===== config.mk =====
export PLATFORM = sky130hd
export DESIGN_NAME = finger_motor_task_planner
export DESIGN_NICKNAME = d
export VERILOG_FILES = /design/src/design/fmtp_pkg.sv /design/src/design/finger_motor_task_planner.sv /design/src/design/fmtp_ctrl.sv /design/src/design/fmtp_datapath.sv
export SDC_FILE = /design/constraint.sdc
export NUM_CORES = 1
export LEC_CHECK = 0
export ABC_CLOCK_PERIOD_IN_PS = 5700
export BUFFER_PORTS_ARGS = -buffer_cell sky130_fd_sc_hd__buf_2
export CORE_ASPECT_RATIO = 1.5
export CORE_MARGIN = 4
export CORE_UTILIZATION = 34
export DETAILED_ROUTE_END_ITERATION = 6
export HOLD_SLACK_MARGIN = 0.15
export PLACE_DENSITY = 0.64
export SETUP_SLACK_MARGIN = 0.4
export SYNTH_ARGS = -nofsm -noshare
export SYNTH_HDL_FRONTEND = slang
export SYNTH_HIERARCHICAL = 1
export SYNTH_SLANG_ARGS = --single-unit
export TNS_END_PERCENT = 50

===== constraint.sdc =====
create_clock -name clk -period 5.7 [get_ports clk]
set_clock_uncertainty 0.05 [all_clocks]
set_input_delay 1.14 -clock clk [delete_from_list [all_inputs] [get_ports clk]]
set_output_delay 1.14 -clock clk [all_outputs]
set_load 0.02 [all_outputs]

===== src/design/fmtp_pkg.sv =====
package fmtp_pkg;

	localparam int FINGERS   = 8;
	localparam int MODES     = 2;
	localparam int POS_W     = 8;
	localparam int CFG_IDX_W = 3;
	localparam int CFG_W     = 64;
	localparam int DIV_STEPS = 8;
	localparam int STEP_W    = $clog2(DIV_STEPS);

	typedef enum logic [2:0] {
		CMD_REST     = 3'd0,
		CMD_GRIP     = 3'd1,
		CMD_RELEASE  = 3'd2,
		CMD_CLASH    = 3'd3,
		CMD_CHANGE   = 3'd4
	} cmd_t;

	localparam logic [CFG_IDX_W-1:0] REG_PRECISION  = 3'd0;
	localparam logic [CFG_IDX_W-1:0] REG_PERIOD     = 3'd1;
	localparam logic [CFG_IDX_W-1:0] REG_MODE_COUNT = 3'd2;
	localparam logic [CFG_IDX_W-1:0] REG_M0_CLENCH  = 3'd3;
	localparam logic [CFG_IDX_W-1:0] REG_M0_RELEASE = 3'd4;
	localparam logic [CFG_IDX_W-1:0] REG_M1_CLENCH  = 3'd5;
	localparam logic [CFG_IDX_W-1:0] REG_M1_RELEASE = 3'd6;

	typedef struct packed {
		logic capture;
		logic mul;
		logic div_step;
		logic finish;
	} ctrl_cmd_t;

	typedef struct packed {
		logic skip_div;
	} dp_stat_t;

endpackage


===== src/design/finger_motor_task_planner.sv =====
// Channel | Handshake              | Payload
// in      | in_valid / in_ready    | req_type, demand_value, demand_max, current_pos_0..7
// out     | out_valid / out_ready  | drive_enable, drive_direction, speed, active_command,
//         |                        | active_mode
// cfg     | cfg_valid / cfg_ready  | cfg_index, cfg_data
//
// A command passes through capture, multiply, a division that is skipped when not needed,
// and the output write; the 8-step restoring divider forms the speed one quotient bit a cycle.
// A new command is taken once the previous one has been written to the output register.
// A stalled result holds the last step until the output register frees up.
// Reset loads the register defaults and clears mode and held outputs; no clearing pass.
// Configuration writes are always ready and take effect in the cycle after the transfer.
module finger_motor_task_planner
	import fmtp_pkg::*;
(
	input  logic                 clk,
	input  logic                 arst_n,
	input  logic                 cfg_valid,
	output logic                 cfg_ready,
	input  logic [CFG_IDX_W-1:0] cfg_index,
	input  logic [CFG_W-1:0]     cfg_data,
	input  logic                 in_valid,
	output logic                 in_ready,
	input  logic [2:0]           req_type,
	input  logic [7:0]           demand_value,
	input  logic [7:0]           demand_max,
	input  logic [7:0]           current_pos_0,
	input  logic [7:0]           current_pos_1,
	input  logic [7:0]           current_pos_2,
	input  logic [7:0]           current_pos_3,
	input  logic [7:0]           current_pos_4,
	input  logic [7:0]           current_pos_5,
	input  logic [7:0]           current_pos_6,
	input  logic [7:0]           current_pos_7,
	output logic                 out_valid,
	input  logic                 out_ready,
	output logic [7:0]           drive_enable,
	output logic [7:0]           drive_direction,
	output logic [7:0]           speed,
	output logic [2:0]           active_command,
	output logic                 active_mode
);

	ctrl_cmd_t        cmd;
	dp_stat_t         stat;
	logic [POS_W-1:0] pos_in [FINGERS];

	assign cfg_ready = 1'b1;

	assign pos_in[0] = current_pos_0;
	assign pos_in[1] = current_pos_1;
	assign pos_in[2] = current_pos_2;
	assign pos_in[3] = current_pos_3;
	assign pos_in[4] = current_pos_4;
	assign pos_in[5] = current_pos_5;
	assign pos_in[6] = current_pos_6;
	assign pos_in[7] = current_pos_7;

	fmtp_ctrl u_ctrl (
		.clk       (clk),
		.arst_n    (arst_n),
		.in_valid  (in_valid),
		.in_ready  (in_ready),
		.out_valid (out_valid),
		.out_ready (out_ready),
		.stat      (stat),
		.cmd       (cmd)
	);

	fmtp_datapath u_dp (
		.clk             (clk),
		.arst_n          (arst_n),
		.cfg_we          (cfg_valid && cfg_ready),
		.cfg_index       (cfg_index),
		.cfg_data        (cfg_data),
		.req_type        (req_type),
		.demand_value    (demand_value),
		.demand_max      (demand_max),
		.pos_in          (pos_in),
		.cmd             (cmd),
		.stat            (stat),
		.drive_enable    (drive_enable),
		.drive_direction (drive_direction),
		.speed           (speed),
		.active_command  (active_command),
		.active_mode     (active_mode)
	);

endmodule


===== src/design/fmtp_ctrl.sv =====
module fmtp_ctrl
	import fmtp_pkg::*;
(
	input  logic      clk,
	input  logic      arst_n,
	input  logic      in_valid,
	output logic      in_ready,
	output logic      out_valid,
	input  logic      out_ready,
	input  dp_stat_t  stat,
	output ctrl_cmd_t cmd
);

	typedef enum logic [1:0] {
		S_IDLE,
		S_MUL,
		S_DIV,
		S_DONE
	} state_t;

	state_t            state_q;
	logic [STEP_W-1:0] step_q;
	logic              out_valid_q;
	logic              slot_free;

	assign slot_free = !out_valid_q || out_ready;
	assign in_ready  = (state_q == S_IDLE);
	assign out_valid = out_valid_q;

	always_comb begin
		cmd          = '0;
		cmd.capture  = (state_q == S_IDLE) && in_valid;
		cmd.mul      = (state_q == S_MUL);
		cmd.div_step = (state_q == S_DIV);
		cmd.finish   = (state_q == S_DONE) && slot_free;
	end

	always_ff @(posedge clk or negedge arst_n) begin
		if (!arst_n) begin
			state_q     <= S_IDLE;
			step_q      <= '0;
			out_valid_q <= 1'b0;
		end else begin
			if (out_valid_q && out_ready) begin
				out_valid_q <= 1'b0;
			end
			case (state_q)
				S_IDLE: begin
					if (in_valid) begin
						state_q <= S_MUL;
					end
				end
				S_MUL: begin
					step_q  <= '0;
					state_q <= stat.skip_div ? S_DONE : S_DIV;
				end
				S_DIV: begin
					step_q <= step_q + 1'b1;
					if (step_q == STEP_W'(DIV_STEPS - 1)) begin
						state_q <= S_DONE;
					end
				end
				S_DONE: begin
					// The held outputs are rewritten only once the previous result is gone.
					if (slot_free) begin
						out_valid_q <= 1'b1;
						state_q     <= S_IDLE;
					end
				end
				default: begin
					state_q <= S_IDLE;
				end
			endcase
		end
	end

endmodule


===== src/design/fmtp_datapath.sv =====
module fmtp_datapath
	import fmtp_pkg::*;
(
	input  logic                 clk,
	input  logic                 arst_n,
	input  logic                 cfg_we,
	input  logic [CFG_IDX_W-1:0] cfg_index,
	input  logic [CFG_W-1:0]     cfg_data,
	input  logic [2:0]           req_type,
	input  logic [7:0]           demand_value,
	input  logic [7:0]           demand_max,
	input  logic [POS_W-1:0]     pos_in [FINGERS],
	input  ctrl_cmd_t            cmd,
	output dp_stat_t             stat,
	output logic [7:0]           drive_enable,
	output logic [7:0]           drive_direction,
	output logic [7:0]           speed,
	output logic [2:0]           active_command,
	output logic                 active_mode
);

	logic [7:0]       precision_q;
	logic [7:0]       period_q;
	logic [1:0]       mode_count_q;
	logic [CFG_W-1:0] clench_q  [MODES];
	logic [CFG_W-1:0] release_q [MODES];

	logic [2:0]       kind_q;
	logic [7:0]       demand_q;
	logic [7:0]       dmax_q;
	logic [POS_W-1:0] pos_q [FINGERS];
	logic [7:0]       rem_q;
	logic [7:0]       lo_q;

	logic [7:0]       enable_q;
	logic [7:0]       direction_q;
	logic [7:0]       speed_q;
	logic [2:0]       command_q;
	logic             mode_q;

	logic [15:0]      product;
	logic [8:0]       trial;
	logic             qbit;
	logic             next_mode;
	logic             sel_mode;
	logic [CFG_W-1:0] target;
	logic [7:0]       plan_en;
	logic [7:0]       plan_dir;
	logic [7:0]       plan_speed;

	always_ff @(posedge clk or negedge arst_n) begin
		if (!arst_n) begin
			precision_q  <= 8'd4;
			period_q     <= 8'd255;
			mode_count_q <= 2'd1;
			for (int m = 0; m < MODES; m++) begin
				clench_q[m]  <= '0;
				release_q[m] <= '0;
			end
		end else if (cfg_we) begin
			case (cfg_index)
				REG_PRECISION:  precision_q  <= cfg_data[7:0];
				REG_PERIOD:     period_q     <= cfg_data[7:0];
				REG_MODE_COUNT: mode_count_q <= cfg_data[1:0];
				REG_M0_CLENCH:  clench_q[0]  <= cfg_data;
				REG_M0_RELEASE: release_q[0] <= cfg_data;
				REG_M1_CLENCH:  clench_q[MODES-1]  <= cfg_data;
				REG_M1_RELEASE: release_q[MODES-1] <= cfg_data;
				default: ;
			endcase
		end
	end

	// A zero full scale, or demand at or above it, saturates the quotient at the period.
	assign stat.skip_div = (dmax_q == 8'd0) || (demand_q >= dmax_q);

	assign product = {8'd0, demand_q} * {8'd0, period_q};
	assign trial   = {rem_q, lo_q[7]};
	assign qbit    = (trial >= {1'b0, dmax_q});

	always_ff @(posedge clk) begin
		if (cmd.capture) begin
			kind_q   <= req_type;
			demand_q <= (req_type == CMD_CHANGE) ? demand_max : demand_value;
			dmax_q   <= demand_max;
			for (int i = 0; i < FINGERS; i++) begin
				pos_q[i] <= pos_in[i];
			end
		end
		if (cmd.mul) begin
			rem_q <= product[15:8];
			lo_q  <= product[7:0];
		end
		// Restoring division; the quotient shifts into the low byte.
		if (cmd.div_step) begin
			rem_q <= qbit ? 8'(trial - {1'b0, dmax_q}) : trial[7:0];
			lo_q  <= {lo_q[6:0], qbit};
		end
	end

	assign next_mode = (mode_count_q >= 2'(MODES)) ? ~mode_q : 1'b0;
	assign sel_mode  = (kind_q == CMD_CHANGE) ? next_mode : mode_q;
	assign target    = (kind_q == CMD_GRIP) ? clench_q[sel_mode] : release_q[sel_mode];

	always_comb begin
		plan_en  = '0;
		plan_dir = '0;
		for (int i = 0; i < FINGERS; i++) begin
			logic [7:0] t;
			logic [7:0] gap;
			t = target[8*i +: 8];
			if (t < pos_q[i]) begin
				gap = pos_q[i] - t;
			end else begin
				gap = t - pos_q[i];
				plan_dir[i] = 1'b1;
			end
			plan_en[i] = (gap >= precision_q);
		end
	end

	assign plan_speed = stat.skip_div ? period_q : lo_q;

	always_ff @(posedge clk or negedge arst_n) begin
		if (!arst_n) begin
			enable_q    <= '0;
			direction_q <= '0;
			speed_q     <= '0;
			command_q   <= CMD_REST;
			mode_q      <= 1'b0;
		end else if (cmd.finish) begin
			case (kind_q)
				CMD_GRIP, CMD_RELEASE, CMD_CHANGE: begin
					enable_q    <= plan_en;
					direction_q <= plan_dir;
					speed_q     <= plan_speed;
					command_q   <= kind_q;
					mode_q      <= sel_mode;
				end
				CMD_CLASH: begin
					command_q <= CMD_CLASH;
				end
				default: begin
					command_q <= CMD_REST;
				end
			endcase
		end
	end

	assign drive_enable    = enable_q;
	assign drive_direction = direction_q;
	assign speed           = speed_q;
	assign active_command  = command_q;
	assign active_mode     = mode_q;

endmodule


==> impl_metrics.csv <==
group,metric,value,unit
outcome,status,"completed",
drt,wl_per_cell,20.5,um
placed_design,placed_area,28300,um2
clocking,htree_levels,2,
drt,drt_drc_violations_left,0,
worst_setup_path,cp_slowest_cell,"mux4_2",
worst_setup_path,max_stage_delay,0.53,ns
sta,slew_headroom,22.7,%
die,start_util,34.3,%
synthesis,synth_nets,2621,
die,die-width,234,um
drt,vias,17500,
sta,rsz0062_at_grt,"yes",
power_and_ir_drop,vdd_drop_max,0.000223,V
synthesis,yosysWarnings,6,
synthesis,synthArstFlopShare,75.6,%
clocking,clk_pin_slew,0.06,ns
worst_setup_path,crit_path_max_fanout,12,
sta,timing.fmax,192,MHz
synthesis,ys_ff_latch,406,
sta,slew_violations,0,
layout,stdcell_area,30200,um2
worst_setup_path,r2r-start,"u_dp/kind_q[0]$_DFFE_PP_",
worst_setup_path,path_cells,"nor3b_4 -> mux2i_4 -> buf_4 -> clkbuf_16 -> mux4_2 -> ha_1 -> and3_2 -> and2_4 -> a221oi_4 -> buf_4 -> mux2_1 -> a2111oi_2 -> nor3_2 -> ha_1 -> a21o_1 -> a21oi_1 -> o21ai_0 -> a31o_2",
clocking,cts_num_sinks,406,
die,ios,186,
clocking,cts_buffer_depth,3,
synthesis,syn_area,26100,um2
drt,totalWireLength,70.2,mm
die,rows,124,
clocking,clk_latency,0.60,ns
sta,fin_tns_setup,0,ns
power_and_ir_drop,p_per_area,578,nW/um2
global_route,first_global_vias,18900,
die,core-area,76200,um2
layout,drive_above_1_share,30.6,%
power_and_ir_drop,p_leak,13.8,nW
worst_setup_path,crit_required,6.14,ns
sta,tightest_slew,1.15,ns
clocking,cts_buffers,46,
drt,drt_iter0_markers,736,
synthesis,yosysUniqueCellTypes,82,
synthesis,synth_edf_count,99,
sta,period_needed,5.21,ns
worst_setup_path,crit_start,"u_dp/kind_q[0]$_DFFE_PP_",
synthesis,synthMuxAreaShare,20.1,%
synthesis,ys.flop_type,"dfrtp_1",
layout,fin_nets,2825,
global_route,grt-ovfl-total,0,
clocking,cts_tree,"yes",
global_route,antenna_found_initial,15,
layout,area_growth,15.4,%
worst_setup_path,critical_path_class,"reg2reg",
layout,fin_cells,3430,
placed_design,post-place-ws,0.312,ns
sta,setup_viol,0,
drt,detail-route-antenna-nets,0,
min_path,holdCritStartpoint,"u_dp/speed[6]$_DFFE_PN0P_",
global_route,grt_pass1_wl,108,mm
synthesis,synth-compound-area-share,9.08,%
clocking,cts_root_buf,"clkbuf_16",
layout,final_core_util,39.6,%
run,max_cap_viol_count,0,
sta,setup_slack,0.492,ns
synthesis,synth_area_per_cell,12.0,um2
sta,finalHoldWorstSlack,0.427,ns
placed_design,hpwl,52.1,mm
sta,post-route-period-util,91.4,%
die,dieArea,81400,um2
placed_design,portBuffers,184,
power_and_ir_drop,finalPower,17.4,mW
min_path,hp-class,"reg2reg",
worst_setup_path,worstSetupStartpointType,"register",
global_route,grt_max_degree,116,
synthesis,synth_top_family_by_area,"multiplexers",
synthesis,yosysSeqAreaShare,40.8,%
drt,via_per_inst,5.11,
worst_setup_path,endpoint_kind,"register",
drt,drt_pass1_iterations,5,
synthesis,synth_fa_ha_area_share,15.6,%
placed_design,gp_congestion,0.889,
synthesis,synthXorXnorAreaFrac,1.64,%
synthesis,synthSimpleGateAreaFrac,8.19,%
sta,hold_viol,0,
die,fp.dieH,348,um
synthesis,synth_cells,2171,
global_route,track_usage,17.0,%
placed_design,place_inst,3324,
worst_setup_path,crit_arrival,5.65,ns
[power breakdown]
part	total (mW)	leakage (nW)	switching, mW	internal (mW)
Combinational	9.93	8.39	5.30	4.63
Sequential	4.33	4.62	0.497	3.83
Clock	3.16	0.798	1.27	1.89
Total	17.4	13.8	7.07	10.3
[timing repair]
item | in CTS | in global routing
buffers inserted | 5 | 5
setup endpoints to repair | 5 | 9
pin swaps | 3 | 0
cloned | 0 | 1
hold endpoints to repair | 0 | 0
hold buffers | 0 | 0
resized for setup | 3 | 8
[worst max-delay path: cells and delay by family (launching register included)]
kind	cells	cell delay, ns
compound gates	6	1.28
fa+ha+maj	2	0.67
buf+inv	3	0.59
flops	1	0.45
mux	3	1.25
simple gates	4	0.80
[routing by layer]
| layer | share of wire [%] | wire [um] | GRT usage, % |
|---|---|---|---|
| met5 | 0.093 | 65 | 0 |
| met4 | 3.1 | 2160 | 5.83 |
| met3 | 4.0 | 2830 | 3.03 |
| met2 | 54 | 38100 | 32.1 |
| met1 | 39 | 27100 | 19.2 |
[sequential cells by signal, indices dropped and copies added (netlist names)]
| signal | count |
|---|---|
| u_dp/kind_q | 3 |
| u_dp/period_q | 8 |
| u_dp/rem_q | 8 |
| u_dp/pos_q | 64 |
| u_dp/dmax_q | 8 |
| u_dp/precision_q | 8 |
| u_dp/speed | 8 |
| u_ctrl/out_valid | 1 |
| u_dp/mode_count_q | 1 |
| u_dp/release_q | 128 |
| u_dp/drive_direction | 8 |
| u_dp/active_mode | 1 |
| u_ctrl/state_q | 2 |
| u_dp/lo_q | 8 |
| u_dp/clench_q | 128 |
| u_ctrl/step_q | 3 |
| u_dp/active_command | 3 |
| u_dp/drive_enable | 8 |
| u_dp/demand_q | 8 |
[cell usage after synthesis (18+ instances only)]
| master | number | area, um2 |
|---|---|---|
| a21o_1 | 65 | 488 |
| a21oi_1 | 59 | 295 |
| and2_1 | 69 | 432 |
| buf_2 | 18 | 90.1 |
| clkbuf_1 | 50 | 188 |
| dfrtp_1 | 298 | 7460 |
| edfxtp_1 | 99 | 2970 |
| fa_1 | 53 | 1060 |
| ha_1 | 242 | 3030 |
| inv_1 | 215 | 807 |
| mux2_2 | 293 | 3300 |
| mux2i_1 | 42 | 420 |
| mux4_2 | 64 | 1440 |
| nand2_1 | 85 | 319 |
| nand2b_1 | 22 | 138 |
| nand3_1 | 22 | 110 |
| nor2_1 | 34 | 128 |
| nor2b_1 | 34 | 213 |
| o21ai_0 | 79 | 395 |
| xnor2_1 | 24 | 210 |
| xor2_1 | 25 | 219 |
[cells in the final DEF (no fill, tap or decap), types with 49 or more instances in the layout]
cell type  count
mux2_2       293
fa_1          53
a21o_1        65
a21oi_1       59
and2_1        68
dfrtp_1      298
ha_1         240
clkbuf_16     49
buf_2        183
o21ai_0       79
nand2_1       85
inv_1        215
edfxtp_1      99
mux4_2        64
[layout make-up]
type	count	area, um2
inverters	218	818
clock inverters	24	282
multi-input cells	1469	14400
well taps	1008	1260
fillers	7288	46000
diodes	9	22.5
repair buffers	234	1380
clock buffers	62	1340
flip-flops and latches	406	10700
[final timing paths]
kind	endpoint	slack (ns)	depth (start not counted)
max in group asynchronous	u_dp/release_q[127]$_DFFE_PN0P_	3.78	2
worst min register to register	u_dp/speed[6]$_DFFE_PN0P_	0.43	2
worst min-delay path	u_dp/speed[6]$_DFFE_PN0P_	0.43	2
worst max register to register	u_dp/drive_enable[5]$_DFFE_PN0P_	0.49	18
min in group asynchronous	u_dp/release_q[18]$_DFFE_PN0P_	0.53	1
worst max-delay path	u_dp/drive_enable[5]$_DFFE_PN0P_	0.49	18
[cells by family (layout without fill, tap and decap cells)]
kind of cell,Yosys count,count (layout)
buf+inv,296,538
other cells,1,10
mux,406,406
flops,406,406
xor+xnor,49,49
compound gates,341,341
simple gates,377,377
fa+ha+maj,295,295
(Power assumes the default switching activity.)
